===== src/mjwm_pkg.sv =====
// Shared constants, types and helper functions for the mecanum wheel mixer.
package mjwm_pkg;

   // Datapath widths
   localparam int WHEELS     = 4;
   localparam int AXIS_W     = 8;
   localparam int FS_W       = 8;
   localparam int DZ_W       = 7;
   localparam int SUM_W      = 11;  // wheel sum, -511..512
   localparam int WMAG_W     = 10;  // wheel magnitude, 0..512
   localparam int DIV_W      = 10;  // divisor, 1..512
   localparam int NUM_W      = 16;  // magnitude * 100, up to 51200
   localparam int QUOT_W     = 7;   // duty percent, 0..100
   localparam int PERCENT    = 100;
   localparam int DIV_STAGES = 4;
   localparam int STEP_BITS  = 2;   // quotient bits resolved per divider stage

   // Register port
   localparam int ADDR_W    = 4;
   localparam int DATA_W    = 32;
   localparam int REG_IDX_W = 2;

   typedef enum logic [REG_IDX_W-1:0] {
      REG_FULL_SCALE = 2'd0,
      REG_DEAD_ZONE  = 2'd1,
      REG_FULL_TURN  = 2'd2
   } reg_idx_type;

   localparam logic [FS_W-1:0] RST_FULL_SCALE = 8'd128;
   localparam logic [DZ_W-1:0] RST_DEAD_ZONE  = 7'd5;
   localparam logic            RST_FULL_TURN  = 1'b1;

   // Wheel order in all per-wheel vectors
   localparam int WHL_FL = 0;
   localparam int WHL_FR = 1;
   localparam int WHL_BL = 2;
   localparam int WHL_BR = 3;

   typedef struct packed {
      logic [FS_W-1:0] full_scale;
      logic [DZ_W-1:0] dead_zone;
      logic            full_turn;
   } cfg_type;

   typedef struct packed {
      logic signed [AXIS_W-1:0] left_x;
      logic signed [AXIS_W-1:0] left_y;
      logic signed [AXIS_W-1:0] right_x;
      logic signed [AXIS_W-1:0] right_y;
   } axes_type;

   typedef logic [WHEELS-1:0][SUM_W-1:0] sum_vec_type;

   typedef struct packed {
      logic [DIV_W-1:0]             divisor;
      logic [WHEELS-1:0][NUM_W-1:0] num;
      logic [WHEELS-1:0]            neg;
   } norm_type;

   typedef struct packed {
      logic [WHEELS-1:0][QUOT_W-1:0] quot;
      logic [WHEELS-1:0]             neg;
   } quot_type;

   // |axis|; -128 maps to 128, which still fits 8 unsigned bits
   function automatic logic [AXIS_W-1:0] axis_mag(input logic [AXIS_W-1:0] a);
      logic [AXIS_W-1:0] res;
      res = a[AXIS_W-1] ? (~a + 1'b1) : a;
      return res;
   endfunction

   // |wheel sum|
   function automatic logic [WMAG_W-1:0] sum_mag(input logic [SUM_W-1:0] s);
      logic [SUM_W-1:0] abs_s;
      abs_s = s[SUM_W-1] ? (~s + 1'b1) : s;
      return abs_s[WMAG_W-1:0];
   endfunction

   // magnitude scaled to percent units (constant multiply, shift-add)
   function automatic logic [NUM_W-1:0] to_percent(input logic [WMAG_W-1:0] m);
      logic [NUM_W-1:0] res;
      res = NUM_W'(m) * NUM_W'(PERCENT);
      return res;
   endfunction

endpackage


===== src/mjwm_chan_if.sv =====
// Valid/ready channel interfaces for joystick samples and wheel duty results.
interface mjwm_req_if;
   logic              valid;
   logic              ready;
   logic signed [7:0] left_x;
   logic signed [7:0] left_y;
   logic signed [7:0] right_x;
   logic signed [7:0] right_y;
   logic              moved;

   modport source (output valid, left_x, left_y, right_x, right_y, moved, input ready);
   modport sink   (input valid, left_x, left_y, right_x, right_y, moved, output ready);
endinterface

interface mjwm_rsp_if;
   logic       valid;
   logic       ready;
   logic [6:0] front_left_fwd;
   logic [6:0] front_left_rev;
   logic [6:0] front_right_fwd;
   logic [6:0] front_right_rev;
   logic [6:0] back_left_fwd;
   logic [6:0] back_left_rev;
   logic [6:0] back_right_fwd;
   logic [6:0] back_right_rev;

   modport source (output valid, front_left_fwd, front_left_rev, front_right_fwd,
                   front_right_rev, back_left_fwd, back_left_rev, back_right_fwd,
                   back_right_rev, input ready);
   modport sink   (input valid, front_left_fwd, front_left_rev, front_right_fwd,
                   front_right_rev, back_left_fwd, back_left_rev, back_right_fwd,
                   back_right_rev, output ready);
endinterface


===== src/mjwm_mix.sv =====
// Pipeline stage 1: dead zone, forward fallback and mecanum mixing into four wheel sums.
module mjwm_mix import mjwm_pkg::*; (
   input  logic        clock,
   input  logic        reset,
   input  logic        in_valid,
   output logic        in_ready,
   input  axes_type    in_axes,
   input  cfg_type     cfg,
   output logic        out_valid,
   input  logic        out_ready,
   output sum_vec_type out_sums
);

   logic        valid_ff, valid_in;
   sum_vec_type sums_ff, sums_in;

   logic                    x_on, y_on, r_on;
   logic signed [SUM_W-1:0] y_term, x_term, r_term, kr_term;

   // dead zone per axis; right_y is the forward fallback and has none
   always_comb begin
      y_on = axis_mag(in_axes.left_y)  > {1'b0, cfg.dead_zone};
      x_on = axis_mag(in_axes.left_x)  > {1'b0, cfg.dead_zone};
      r_on = axis_mag(in_axes.right_x) > {1'b0, cfg.dead_zone};

      y_term = y_on ? -SUM_W'(in_axes.left_y) : -SUM_W'(in_axes.right_y);
      x_term = x_on ? SUM_W'(in_axes.left_x) : '0;
      r_term = r_on ? SUM_W'(in_axes.right_x) : '0;
      kr_term = cfg.full_turn ? (r_term <<< 1) : r_term;

      sums_in[WHL_FL] = y_term + x_term + kr_term;
      sums_in[WHL_FR] = y_term - x_term - kr_term;
      sums_in[WHL_BL] = y_term - x_term + kr_term;
      sums_in[WHL_BR] = y_term + x_term - kr_term;
   end

   assign valid_in = in_valid;
   assign in_ready = !valid_ff || out_ready;

   always_ff @(posedge clock) begin
      if (reset) begin
         valid_ff <= 1'b0;
      end else if (in_ready) begin
         valid_ff <= valid_in;
      end
   end

   always_ff @(posedge clock) begin
      if (in_ready && valid_in) begin
         sums_ff <= sums_in;
      end
   end

   assign out_valid = valid_ff;
   assign out_sums  = sums_ff;

endmodule


===== src/mjwm_norm.sv =====
// Pipeline stage 2: wheel magnitudes, largest magnitude, divisor choice and percent scaling.
module mjwm_norm import mjwm_pkg::*; (
   input  logic        clock,
   input  logic        reset,
   input  logic        in_valid,
   output logic        in_ready,
   input  sum_vec_type in_sums,
   input  cfg_type     cfg,
   output logic        out_valid,
   input  logic        out_ready,
   output norm_type    out_norm
);

   logic     valid_ff;
   norm_type norm_ff, norm_in;

   logic [WHEELS-1:0][WMAG_W-1:0] mags;
   logic [WMAG_W-1:0]             max_01, max_23, max_all, fs_eff;

   // max over four wheels as a two-level compare tree
   always_comb begin
      for (int w = 0; w < WHEELS; w++) begin
         mags[w]        = sum_mag(in_sums[w]);
         norm_in.num[w] = to_percent(mags[w]);
         norm_in.neg[w] = in_sums[w][SUM_W-1];
      end
      max_01  = (mags[WHL_FL] > mags[WHL_FR]) ? mags[WHL_FL] : mags[WHL_FR];
      max_23  = (mags[WHL_BL] > mags[WHL_BR]) ? mags[WHL_BL] : mags[WHL_BR];
      max_all = (max_01 > max_23) ? max_01 : max_23;

      // zero full scale counts as one
      fs_eff = (cfg.full_scale == '0) ? WMAG_W'(1) : WMAG_W'(cfg.full_scale);
      norm_in.divisor = (max_all > fs_eff) ? DIV_W'(max_all) : DIV_W'(fs_eff);
   end

   assign in_ready = !valid_ff || out_ready;

   always_ff @(posedge clock) begin
      if (reset) begin
         valid_ff <= 1'b0;
      end else if (in_ready) begin
         valid_ff <= in_valid;
      end
   end

   always_ff @(posedge clock) begin
      if (in_ready && in_valid) begin
         norm_ff <= norm_in;
      end
   end

   assign out_valid = valid_ff;
   assign out_norm  = norm_ff;

endmodule


===== src/mjwm_div.sv =====
// Pipelined restoring divider: four lanes, two quotient bits resolved per stage.
module mjwm_div import mjwm_pkg::*; (
   input  logic     clock,
   input  logic     reset,
   input  logic     in_valid,
   output logic     in_ready,
   input  norm_type in_norm,
   output logic     out_valid,
   input  logic     out_ready,
   output quot_type out_quot
);

   logic [DIV_STAGES-1:0] valid_ff;
   logic [DIV_STAGES:0]   ready;

   logic [DIV_W-1:0]              div_ff    [DIV_STAGES];
   logic [WHEELS-1:0][NUM_W-1:0]  rem_ff    [DIV_STAGES];
   logic [WHEELS-1:0][NUM_W-1:0]  rem_in    [DIV_STAGES];
   logic [WHEELS-1:0][QUOT_W-1:0] quot_ff   [DIV_STAGES];
   logic [WHEELS-1:0][QUOT_W-1:0] quot_in   [DIV_STAGES];
   logic [WHEELS-1:0]             neg_ff    [DIV_STAGES];

   // stage inputs: stage 0 from the normalizer, the rest from the previous stage
   logic [DIV_STAGES-1:0]         stg_valid;
   logic [DIV_W-1:0]              stg_div   [DIV_STAGES];
   logic [WHEELS-1:0][NUM_W-1:0]  stg_rem   [DIV_STAGES];
   logic [WHEELS-1:0][QUOT_W-1:0] stg_quot  [DIV_STAGES];
   logic [WHEELS-1:0]             stg_neg   [DIV_STAGES];

   always_comb begin
      stg_valid[0] = in_valid;
      stg_div[0]   = in_norm.divisor;
      stg_rem[0]   = in_norm.num;
      stg_quot[0]  = '0;
      stg_neg[0]   = in_norm.neg;
      for (int s = 1; s < DIV_STAGES; s++) begin
         stg_valid[s] = valid_ff[s-1];
         stg_div[s]   = div_ff[s-1];
         stg_rem[s]   = rem_ff[s-1];
         stg_quot[s]  = quot_ff[s-1];
         stg_neg[s]   = neg_ff[s-1];
      end
   end

   // compare and subtract of the shifted divisor, MSB first
   always_comb begin
      logic [NUM_W-1:0]  rem_v;
      logic [NUM_W-1:0]  trial;
      logic [QUOT_W-1:0] quot_v;
      int                bit_idx;
      for (int s = 0; s < DIV_STAGES; s++) begin
         for (int w = 0; w < WHEELS; w++) begin
            rem_v  = stg_rem[s][w];
            quot_v = stg_quot[s][w];
            for (int j = 0; j < STEP_BITS; j++) begin
               bit_idx = QUOT_W - 1 - s * STEP_BITS - j;
               if (bit_idx >= 0) begin
                  trial = NUM_W'(stg_div[s]) << bit_idx;
                  if (rem_v >= trial) begin
                     rem_v          = rem_v - trial;
                     quot_v[bit_idx] = 1'b1;
                  end
               end
            end
            rem_in[s][w]  = rem_v;
            quot_in[s][w] = quot_v;
         end
      end
   end

   // per-stage flow control: a stage loads when empty or draining
   always_comb begin
      ready[DIV_STAGES] = out_ready;
      for (int s = DIV_STAGES - 1; s >= 0; s--) begin
         ready[s] = !valid_ff[s] || ready[s+1];
      end
   end

   always_ff @(posedge clock) begin
      if (reset) begin
         valid_ff <= '0;
      end else begin
         for (int s = 0; s < DIV_STAGES; s++) begin
            if (ready[s]) begin
               valid_ff[s] <= stg_valid[s];
            end
         end
      end
   end

   always_ff @(posedge clock) begin
      for (int s = 0; s < DIV_STAGES; s++) begin
         if (ready[s] && stg_valid[s]) begin
            div_ff[s]  <= stg_div[s];
            rem_ff[s]  <= rem_in[s];
            quot_ff[s] <= quot_in[s];
            neg_ff[s]  <= stg_neg[s];
         end
      end
   end

   assign in_ready      = ready[0];
   assign out_valid     = valid_ff[DIV_STAGES-1];
   assign out_quot.quot = quot_ff[DIV_STAGES-1];
   assign out_quot.neg  = neg_ff[DIV_STAGES-1];

endmodule


===== src/mecanum_joystick_wheel_mixer.sv =====
// Top level of the mecanum joystick wheel mixer: register port, pipeline and result register.
//
// Takes one joystick sample per transaction and returns the eight wheel duty percents
// (forward and reverse for each wheel) for every sample whose moved flag is set; samples
// with moved clear are accepted and dropped. The block accepts one sample every clock
// cycle unless backpressure stalls it; each result passes through mixing, normalization,
// four divider stages (two quotient bits each, all four wheels in parallel) and the result
// register. Every stage holds its transaction while the next one is full, so backpressure
// on the result side stalls only as far back as the pipeline is occupied.
// Registers: 0x0 axis_full_scale (8 bits), 0x4 dead_zone (7 bits), 0x8 full_turn (1 bit).
// Write them only while no sample is in flight.
module mecanum_joystick_wheel_mixer import mjwm_pkg::*; (
   input  logic              clock,
   input  logic              reset,
   mjwm_req_if.sink          req_chan,
   mjwm_rsp_if.source        rsp_chan,
   input  logic              csr_psel,
   input  logic              csr_penable,
   input  logic              csr_pwrite,
   input  logic [ADDR_W-1:0] csr_paddr,
   input  logic [DATA_W-1:0] csr_pwdata,
   output logic [DATA_W-1:0] csr_prdata,
   output logic              csr_pready
);

   cfg_type     cfg_ff;
   reg_idx_type reg_idx;
   logic        csr_write;

   axes_type    req_axes;
   logic        mix_in_valid, mix_ready, mix_valid;
   sum_vec_type mix_sums;
   logic        norm_ready, norm_valid;
   norm_type    norm_data;
   logic        div_ready, div_valid;
   quot_type    div_quot;

   logic                          out_valid_ff, out_ready;
   logic [WHEELS-1:0][QUOT_W-1:0] fwd_ff, fwd_in, rev_ff, rev_in;

   // ---- register port ----
   assign csr_pready = 1'b1;
   assign csr_write  = csr_psel && csr_penable && csr_pwrite && csr_pready;
   assign reg_idx    = reg_idx_type'(csr_paddr[ADDR_W-1 -: REG_IDX_W]);

   always_ff @(posedge clock) begin
      if (reset) begin
         cfg_ff.full_scale <= RST_FULL_SCALE;
         cfg_ff.dead_zone  <= RST_DEAD_ZONE;
         cfg_ff.full_turn  <= RST_FULL_TURN;
      end else if (csr_write) begin
         unique case (reg_idx)
            REG_FULL_SCALE: cfg_ff.full_scale <= csr_pwdata[FS_W-1:0];
            REG_DEAD_ZONE:  cfg_ff.dead_zone  <= csr_pwdata[DZ_W-1:0];
            REG_FULL_TURN:  cfg_ff.full_turn  <= csr_pwdata[0];
            default: ;
         endcase
      end
   end

   always_comb begin
      unique case (reg_idx)
         REG_FULL_SCALE: csr_prdata = DATA_W'(cfg_ff.full_scale);
         REG_DEAD_ZONE:  csr_prdata = DATA_W'(cfg_ff.dead_zone);
         REG_FULL_TURN:  csr_prdata = DATA_W'(cfg_ff.full_turn);
         default:        csr_prdata = '0;
      endcase
   end

   // ---- pipeline ----
   assign req_axes.left_x  = req_chan.left_x;
   assign req_axes.left_y  = req_chan.left_y;
   assign req_axes.right_x = req_chan.right_x;
   assign req_axes.right_y = req_chan.right_y;

   // samples without movement are taken but never enter the pipeline
   assign mix_in_valid   = req_chan.valid && req_chan.moved;
   assign req_chan.ready = mix_ready;

   mjwm_mix u_mix (
      .clock     (clock),
      .reset     (reset),
      .in_valid  (mix_in_valid),
      .in_ready  (mix_ready),
      .in_axes   (req_axes),
      .cfg       (cfg_ff),
      .out_valid (mix_valid),
      .out_ready (norm_ready),
      .out_sums  (mix_sums)
   );

   mjwm_norm u_norm (
      .clock     (clock),
      .reset     (reset),
      .in_valid  (mix_valid),
      .in_ready  (norm_ready),
      .in_sums   (mix_sums),
      .cfg       (cfg_ff),
      .out_valid (norm_valid),
      .out_ready (div_ready),
      .out_norm  (norm_data)
   );

   mjwm_div u_div (
      .clock     (clock),
      .reset     (reset),
      .in_valid  (norm_valid),
      .in_ready  (div_ready),
      .in_norm   (norm_data),
      .out_valid (div_valid),
      .out_ready (out_ready),
      .out_quot  (div_quot)
   );

   // ---- result register: split each signed percent into forward and reverse ----
   always_comb begin
      for (int w = 0; w < WHEELS; w++) begin
         fwd_in[w] = div_quot.neg[w] ? '0 : div_quot.quot[w];
         rev_in[w] = div_quot.neg[w] ? div_quot.quot[w] : '0;
      end
   end

   assign out_ready = !out_valid_ff || rsp_chan.ready;

   always_ff @(posedge clock) begin
      if (reset) begin
         out_valid_ff <= 1'b0;
      end else if (out_ready) begin
         out_valid_ff <= div_valid;
      end
   end

   always_ff @(posedge clock) begin
      if (out_ready && div_valid) begin
         fwd_ff <= fwd_in;
         rev_ff <= rev_in;
      end
   end

   assign rsp_chan.valid           = out_valid_ff;
   assign rsp_chan.front_left_fwd  = fwd_ff[WHL_FL];
   assign rsp_chan.front_left_rev  = rev_ff[WHL_FL];
   assign rsp_chan.front_right_fwd = fwd_ff[WHL_FR];
   assign rsp_chan.front_right_rev = rev_ff[WHL_FR];
   assign rsp_chan.back_left_fwd   = fwd_ff[WHL_BL];
   assign rsp_chan.back_left_rev   = rev_ff[WHL_BL];
   assign rsp_chan.back_right_fwd  = fwd_ff[WHL_BR];
   assign rsp_chan.back_right_rev  = rev_ff[WHL_BR];

   // ---- assertions ----
   // a sample without movement never occupies the mixing stage
   a_drop_unmoved: assert property (@(posedge clock) disable iff (reset)
      (req_chan.valid && req_chan.ready && !req_chan.moved) |=> !mix_valid)
      else $error("unmoved sample entered the pipeline");

   // a moved sample always lands in the mixing stage
   a_take_moved: assert property (@(posedge clock) disable iff (reset)
      (req_chan.valid && req_chan.ready && req_chan.moved) |=> mix_valid)
      else $error("moved sample lost at pipeline entry");

   // no wheel is driven forward and reverse at once
   a_one_direction: assert property (@(posedge clock) disable iff (reset)
      rsp_chan.valid |-> ((fwd_ff[WHL_FL] == '0 || rev_ff[WHL_FL] == '0)
                       && (fwd_ff[WHL_FR] == '0 || rev_ff[WHL_FR] == '0)
                       && (fwd_ff[WHL_BL] == '0 || rev_ff[WHL_BL] == '0)
                       && (fwd_ff[WHL_BR] == '0 || rev_ff[WHL_BR] == '0)))
      else $error("wheel driven in both directions");

   // the divisor never falls below a wheel magnitude, so duties stay within 100
   a_duty_range: assert property (@(posedge clock) disable iff (reset)
      div_valid |-> (div_quot.quot[WHL_FL] <= QUOT_W'(PERCENT)
                  && div_quot.quot[WHL_FR] <= QUOT_W'(PERCENT)
                  && div_quot.quot[WHL_BL] <= QUOT_W'(PERCENT)
                  && div_quot.quot[WHL_BR] <= QUOT_W'(PERCENT)))
      else $error("duty percent above full scale");

endmodule


===== src/flat_wrapper.sv =====
// flat-port wrapper written by rule: the top's interface ports become plain ports
module mecanum_joystick_wheel_mixer_flat import mjwm_pkg::*;
  (clock, reset, csr_psel, csr_penable, csr_pwrite, csr_paddr, csr_pwdata, csr_prdata, csr_pready, req_chan_valid, req_chan_left_x, req_chan_left_y, req_chan_right_x, req_chan_right_y, req_chan_moved, req_chan_ready, rsp_chan_valid, rsp_chan_front_left_fwd, rsp_chan_front_left_rev, rsp_chan_front_right_fwd, rsp_chan_front_right_rev, rsp_chan_back_left_fwd, rsp_chan_back_left_rev, rsp_chan_back_right_fwd, rsp_chan_back_right_rev, rsp_chan_ready);
  mjwm_req_if req_chan_i ();
  mjwm_rsp_if rsp_chan_i ();
  input  logic clock;
  input  logic reset;
  input  logic csr_psel;
  input  logic csr_penable;
  input  logic csr_pwrite;
  input  logic [ADDR_W-1:0] csr_paddr;
  input  logic [DATA_W-1:0] csr_pwdata;
  output logic [DATA_W-1:0] csr_prdata;
  output logic csr_pready;
  input wire logic [$bits(req_chan_i.valid)-1:0] req_chan_valid;
  input wire logic [$bits(req_chan_i.left_x)-1:0] req_chan_left_x;
  input wire logic [$bits(req_chan_i.left_y)-1:0] req_chan_left_y;
  input wire logic [$bits(req_chan_i.right_x)-1:0] req_chan_right_x;
  input wire logic [$bits(req_chan_i.right_y)-1:0] req_chan_right_y;
  input wire logic [$bits(req_chan_i.moved)-1:0] req_chan_moved;
  output wire logic [$bits(req_chan_i.ready)-1:0] req_chan_ready;
  output wire logic [$bits(rsp_chan_i.valid)-1:0] rsp_chan_valid;
  output wire logic [$bits(rsp_chan_i.front_left_fwd)-1:0] rsp_chan_front_left_fwd;
  output wire logic [$bits(rsp_chan_i.front_left_rev)-1:0] rsp_chan_front_left_rev;
  output wire logic [$bits(rsp_chan_i.front_right_fwd)-1:0] rsp_chan_front_right_fwd;
  output wire logic [$bits(rsp_chan_i.front_right_rev)-1:0] rsp_chan_front_right_rev;
  output wire logic [$bits(rsp_chan_i.back_left_fwd)-1:0] rsp_chan_back_left_fwd;
  output wire logic [$bits(rsp_chan_i.back_left_rev)-1:0] rsp_chan_back_left_rev;
  output wire logic [$bits(rsp_chan_i.back_right_fwd)-1:0] rsp_chan_back_right_fwd;
  output wire logic [$bits(rsp_chan_i.back_right_rev)-1:0] rsp_chan_back_right_rev;
  input wire logic [$bits(rsp_chan_i.ready)-1:0] rsp_chan_ready;
  assign req_chan_i.valid = req_chan_valid;
  assign req_chan_i.left_x = req_chan_left_x;
  assign req_chan_i.left_y = req_chan_left_y;
  assign req_chan_i.right_x = req_chan_right_x;
  assign req_chan_i.right_y = req_chan_right_y;
  assign req_chan_i.moved = req_chan_moved;
  assign req_chan_ready = req_chan_i.ready;
  assign rsp_chan_valid = rsp_chan_i.valid;
  assign rsp_chan_front_left_fwd = rsp_chan_i.front_left_fwd;
  assign rsp_chan_front_left_rev = rsp_chan_i.front_left_rev;
  assign rsp_chan_front_right_fwd = rsp_chan_i.front_right_fwd;
  assign rsp_chan_front_right_rev = rsp_chan_i.front_right_rev;
  assign rsp_chan_back_left_fwd = rsp_chan_i.back_left_fwd;
  assign rsp_chan_back_left_rev = rsp_chan_i.back_left_rev;
  assign rsp_chan_back_right_fwd = rsp_chan_i.back_right_fwd;
  assign rsp_chan_back_right_rev = rsp_chan_i.back_right_rev;
  assign rsp_chan_i.ready = rsp_chan_ready;
  mecanum_joystick_wheel_mixer u_core (.clock(clock), .reset(reset), .req_chan(req_chan_i), .rsp_chan(rsp_chan_i), .csr_psel(csr_psel), .csr_penable(csr_penable), .csr_pwrite(csr_pwrite), .csr_paddr(csr_paddr), .csr_pwdata(csr_pwdata), .csr_prdata(csr_prdata), .csr_pready(csr_pready));
endmodule

===== config.mk =====
export PLATFORM = sky130hd
export DESIGN_NAME = mecanum_joystick_wheel_mixer_flat
export DESIGN_NICKNAME = d
export VERILOG_FILES = /design/src/mjwm_pkg.sv /design/src/mjwm_chan_if.sv /design/src/mjwm_mix.sv /design/src/mjwm_norm.sv /design/src/mjwm_div.sv /design/src/mecanum_joystick_wheel_mixer.sv /design/src/flat_wrapper.sv
export SDC_FILE = /design/constraint.sdc
export NUM_CORES = 2
export LEC_CHECK = 0
export BUFFER_PORTS_ARGS = -buffer_cell sky130_fd_sc_hd__buf_2
export CAP_MARGIN = 20
export CORE_MARGIN = 2
export CORE_UTILIZATION = 60
export DETAILED_ROUTE_END_ITERATION = 6
export GPL_TIMING_DRIVEN = 1
export PLACE_DENSITY = 0.79
export SLEW_MARGIN = 0
export SYNTH_ARGS = -nofsm -noshare
export SYNTH_HDL_FRONTEND = slang
export SYNTH_HIERARCHICAL = 1
export SYNTH_SLANG_ARGS = --single-unit

===== constraint.sdc =====
create_clock -name clock -period 36.1 [get_ports clock]
set_input_delay 10.83 -clock clock [delete_from_list [all_inputs] [get_ports clock]]
set_output_delay 10.83 -clock clock [all_outputs]
set_load 0.02 [all_outputs]

Word-level counts from Yosys, hierarchy flattened
Memories as Yosys holds them, arrays and structs flattened. Cells that the tools add are included.

Word-level logic and storage cells: 233. Output and inout bits: 91. Memories: 4. Memory bits (writable): 424. Bits in latches: 0. Register bits: 193. Bits in read-only memories: 0. Bits of input ports: 76.

Multiply operators: 4. Mux-type cells: 81. Divide/modulo/power cells: 0. Bitwise gates (word level): 7. Shift-type cells: 0. Equality and inequality tests: 2. Magnitude comparators: 35. $add $sub $neg: 43. Reductions and logical operators: 29.

Memory list: u_core.u_div.rem_ff (depth 4, bits a word 64, rd ports 3, clocked after Yosys merged registers in 0, write ports 4, line mjwm_div.sv:17) `logic [WHEELS-1:0][NUM_W-1:0] rem_ff [DIV_STAGES];`; u_core.u_div.quot_ff (depth 4, bits a word 28, rd ports 4, clocked after Yosys merged registers in 0, write ports 4, line mjwm_div.sv:19) `logic [WHEELS-1:0][QUOT_W-1:0] quot_ff [DIV_STAGES];`; u_core.u_div.div_ff (depth 4, bits a word 10, rd ports 3, clocked after Yosys merged registers in 0, write ports 4, line mjwm_div.sv:16) `logic [DIV_W-1:0] div_ff [DIV_STAGES];`; u_core.u_div.neg_ff (depth 4, bits a word 4, rd ports 4, clocked after Yosys merged registers in 0, write ports 4, line mjwm_div.sv:21) `logic [WHEELS-1:0] neg_ff [DIV_STAGES];`.

Operators with widths (number): $mux 16 (28); $mux 10 (8); $ge 16x10->1 (4); $ge 16x11->1 (4); $ge 16x12->1 (4); $ge 16x13->1 (4); $ge 16x14->1 (4); $ge 16x15->1 (4); $ge 16x16->1 (4); $sub 16x10->16 (4); $sub 16x11->16 (4); $sub 16x12->16 (4); $sub 16x13->16 (4); $sub 16x14->16 (4); $sub 16x15->16 (4); $sub 16x16->16 (4); $mul 10x5->14 const B (4); $mux 11 (4); $add 10x1->10 const B (4); $not 10->10 (4); $mux 1 (36); $add 11x11->11 (3); $sub 11x11->11 (3); $mux 8 (4); 15 further kinds (47).

Logic depth before layout (Yosys ltp)
Word-level depth: 9. Depth in mapped cells: 35. Depth with buffers taken out: 34.

Modules after synthesis
The synthesis kept the hierarchy.

By module, submodules not included: mjwm_div (instances 1, area an instance 25757.2 µm², cells each 2515, seq. area each 9509.1 µm²); mjwm_norm (instances 1, area an instance 7568.5 µm², cells each 718, seq. area each 2122.0 µm²); mjwm_mix (instances 1, area an instance 5106.1 µm², cells each 568, seq. area each 1281.2 µm²); mecanum_joystick_wheel_mixer (instances 1, area an instance 3096.7 µm², cells each 238, seq. area each 2021.9 µm²).

Least setup slack after synthesis
Ideal clock, no wire load.

Kind: input to output. Start: in rsp_chan_ready. End: out req_chan_ready. Stages: 6. Buffers on the path: 0. Setup slack: 13.376 ns. Required time: 25.270 ns. Arrival: 11.894 ns. Path through: nand2b_1 nor2b_1 and3_1 nand2_1 nand2b_1 nand2b_1.

Longest elaborated chain between the ends: 7.

Ends and longest elaborated chain: start, declared (line flat_wrapper.sv:31) `input wire logic [$bits(rsp_chan_i.ready)-1:0] rsp_chan_ready;`; $logic_or 1x1->1 (line mecanum_joystick_wheel_mixer.sv:123) `assign out_ready = !out_valid_ff || rsp_chan.ready;`; $logic_or 1x1->1 (4 in series) (line mjwm_div.sv:75) `ready[s] = !valid_ff[s] || ready[s+1];`; via u_core.div_ready (line mecanum_joystick_wheel_mixer.sv:35) `logic div_ready, div_valid;`; $logic_or 1x1->1 (line mjwm_norm.sv:36) `assign in_ready = !valid_ff || out_ready;`; via u_core.norm_ready (line mecanum_joystick_wheel_mixer.sv:33) `logic norm_ready, norm_valid;`; $logic_or 1x1->1 (line mjwm_mix.sv:38) `assign in_ready = !valid_ff || out_ready;`; end, declared (line flat_wrapper.sv:21) `output wire logic [$bits(req_chan_i.ready)-1:0] req_chan_ready;`.

The timed path passes the listed nets, and every way through them passes these cells.

Worst setup path in the final report
Start: in rsp_chan_ready. End: out req_chan_ready.

Longest elaborated chain between the ends: 7.

Ends and longest elaborated chain: $logic_or 1x1->1 (line mecanum_joystick_wheel_mixer.sv:123); via u_core.out_ready (line mecanum_joystick_wheel_mixer.sv:38) `logic out_valid_ff, out_ready;`; $logic_or 1x1->1 (4 in series) (line mjwm_div.sv:75); via u_core.div_ready (line mecanum_joystick_wheel_mixer.sv:35); $logic_or 1x1->1 (line mjwm_norm.sv:36); via u_core.norm_ready (line mecanum_joystick_wheel_mixer.sv:33); $logic_or 1x1->1 (line mjwm_mix.sv:38).

The timed path passes the listed nets, and every way through them passes these cells.

==> key figures <==
Status
  • Status: finished, final reports clean

Timing
  • Clock Skew: 0.02714 ns
  • Max Clk Rate: 0.04273 GHz
  • Actual slew at the worst max-slew pin: 1.020 ns
  • Slew HR: 31.26%
  • Final Cycle Share: 64.83%
  • Final Hold Fails: 0
  • Final min period: 23.40 ns
  • RSZ-0062 raised after global routing: false
  • Final slew viol count: 0
  • Setup violators final: 0
  • Post-route setup TNS: 0 ns

Detailed routing
  • Iteration-0 DRC count of the detailed router: 2,140
  • DR pass1 iterations: 6
  • # DRC: 0
  • Vias per inst: 5.866
  • Final antenna-violating net count: 0
  • Vias after detailed routing: 30,053
  • WL per Instance: 17.62 µm
  • Detailed Route WL: 90.26 mm

Setup path
  • Crit-path most repeated cell: nand2b_1
  • CP Launch Type: primary input
  • Worst path cell trace: buf_2, nand2b_1, nor2b_1, and3_1, nand2_1, nand2b_1, nand2b_1, buf_2
  • Critical path's slowest cell: nor2b_1
  • Depth of the worst register-to-register path: 30
  • CP Buf/Inv Count: 2
  • Delay-heaviest family, CP: simple AND/OR/NAND/NOR gates
  • CP Max Fanout: 5
  • Critical path type: in2out
  • Crit. End Element: output port
  • CP Depth: 8
  • Max incr delay on CP: 0.45 ns
  • CP arrival: 12.57 ns
  • Crit path required time: 25.27 ns

Logic synthesis
  • Yosys warns: 6
  • Most common cell in the synthesized netlist: ha_1
  • Commonest cells in the netlist: ha_1, edfxtp_1, nor2_1
  • Cell taking the most area after synthesis: edfxtp_1
  • Post-synth EDFFs: 482
  • Netlist Area Pre-Place: 41,530 µm²
  • Post-synth top area share: 34.85%
  • Unique masters post-synth: 110
  • Async set or reset register ratio after synthesis: 0%
  • Synth Flop Type: edfxtp_1
  • Mapped Avg Cell Area: 10.28 µm²
  • Sequential area share after synthesis: 35.96%
  • Seq cells post-synth: 505
  • Top post-synthesis cells by area: edfxtp_1, ha_1, xnor2_1
  • Mapped Cells: 4,039

Global route
  • Largest net degree at the start of global routing: 80
  • Vias in the first global route: 28,988
  • Initial antenna violation count: 1
  • First-pass GRT wire length: 143.8 mm
  • Congestion Overflow GR: 0
  • Aggregate global-route resource usage: 25.03%

Clocking
  • CTS Buffer Depth: 3
  • # hold bufs at CTS: 0
  • CTS Buf Count: 54
  • Total setup buffers inserted after CTS: 0
  • CTS resizes: 0
  • Root Buffer Master: clkbuf_16
  • H-Tree Depth: 2
  • Worst skew pair latency: 0.61 ns
  • Clock transition at the registers of the reported paths: 0.06 ns
  • TritonCTS clock tree: done
  • Clock sinks: 505

Finish
  • P&R area growth vs syn: 7.656%
  • Fin nets: 4,801
  • Fraction of layout cells with a size suffix above 1: 11.38%
  • Number of fill cells: 5,241
  • N_diodes: 0

Min path
  • Hold depth: 0
  • Hold crit path type: reg2reg

Floorplanning
  • Die height: 267.1 µm
  • Rows: 96
  • Ports: 167
  • Die W: 267.1 µm
  • Area of the die: 71,330 µm²
  • Initial Utilization: 60.55%
  • Placeable core area: 68,590 µm²

Placement
  • Port Buffers: 115
  • GP Congestion: 0.9325
  • Post-DP HPWL: 69.74 mm

Job
  • Max-cap violations: 0
## state kept, by name, summed over array words and instances (netlist names)
signal	count
u_core/u_mix/out_valid	1
u_core/rsp_chan.front_right_fwd	7
u_core/u_mix/out_sums	42
u_core/u_div/rem_ff	192
u_core/u_norm/out_valid	1
u_core/rsp_chan.valid	1
u_core/rsp_chan.back_right_fwd	7
u_core/rsp_chan.back_left_fwd	7
u_core/u_div/div_ff	30
u_core/rsp_chan.back_left_rev	7
u_core/u_div/valid_ff	4
u_core/u_norm/out_norm	70
u_core/cfg_ff	16
u_core/u_div/neg_ff	16
u_core/rsp_chan.front_left_rev	7
u_core/rsp_chan.front_left_fwd	7
u_core/u_div/quot_ff	76
u_core/rsp_chan.front_right_rev	7
u_core/rsp_chan.back_right_rev	7
## area by class of cell
type	count	area [µm²]	area share (%)
clock buffer	61	1399	3.129
tap	931	1165	2.606
inverter	308	1159	2.592
clock inverter	34	349.1	0.7808
timing repair buffer	133	710.7	1.590
sequential	505	14930	33.40
multi-input combinational	3151	24990	55.90
## metrics by stage
step	utilization, %	hold WS [ns]	cell area (µm²)	setup WS, ns	instances
after detailed placement	62.64	0.4045	42960	12.72	5028
after global routing	65.19	0.4197	44710	12.49	5123
after floorplan	-	0.4003	41640	13.38	4069
after CTS	65.19	0.4148	44710	12.68	5123
after global placement	62.64	0.4007	42960	12.75	5028
final	65.19	0.4149	44710	12.70	5123
## per-layer routing
layer  vias to the layer above  part of all wire (%)  GRT usage (%)
met5                         -                     0              0
met4                         0                   5.0          12.37
met3                       216                   4.6          2.832
met2                       807                    49          43.81
met1                     13954                    42          30.68
li1                      15076                     -              -
## placed cells by master, fill, tap and decap left out, drive strengths merged, types with 22 or more instances in the layout
cell	instances
nand4	43
and2	47
a21o	51
nand3	44
o21bai	44
a21oi	237
edfxtp	482
or2	22
mux2i	73
mux2	160
inv	311
buf	133
o21a	71
nand2b	68
fa	50
nor2b	124
ha	522
o21ai	208
nor3	81
a211oi	35
dfxtp	23
nand4b	25
nor2	306
nor4	33
xor2	94
xnor2	233
clkbuf	61
o31ai	32
or3	42
o41ai	26
nand2	172
o31a	22
conb	33
## final timing paths
check                           slack (ns)                        start                           to
worst max-delay path                 12.70               rsp_chan_ready               req_chan_ready
worst min-delay path                  0.41  u_core/u_div/quot_ff[1][13]  u_core/u_div/quot_ff[2][13]
worst max register to register       27.88    u_core/u_mix/out_sums[11]   u_core/u_norm/out_norm[71]
worst min register to register        0.41  u_core/u_div/quot_ff[1][13]  u_core/u_div/quot_ff[2][13]
## cell families (layout without fill, tap and decap cells)
group,Yosys count,after routing,share of synthesized area (%)
other,3,33,0.02711
AO/OA/AOI/OAI,889,889,14.23
buffers and inverters,413,536,4.245
XOR/XNOR,327,327,6.978
flip-flops,505,505,35.96
multiplexers,233,233,6.369
adder cells (fa/ha/maj),574,574,18.19
AND/OR/NAND/NOR,1095,1095,14.00
Power is not shown: default switching activity piles up to over one toggle a cycle in this logic, so the estimate is an artifact.
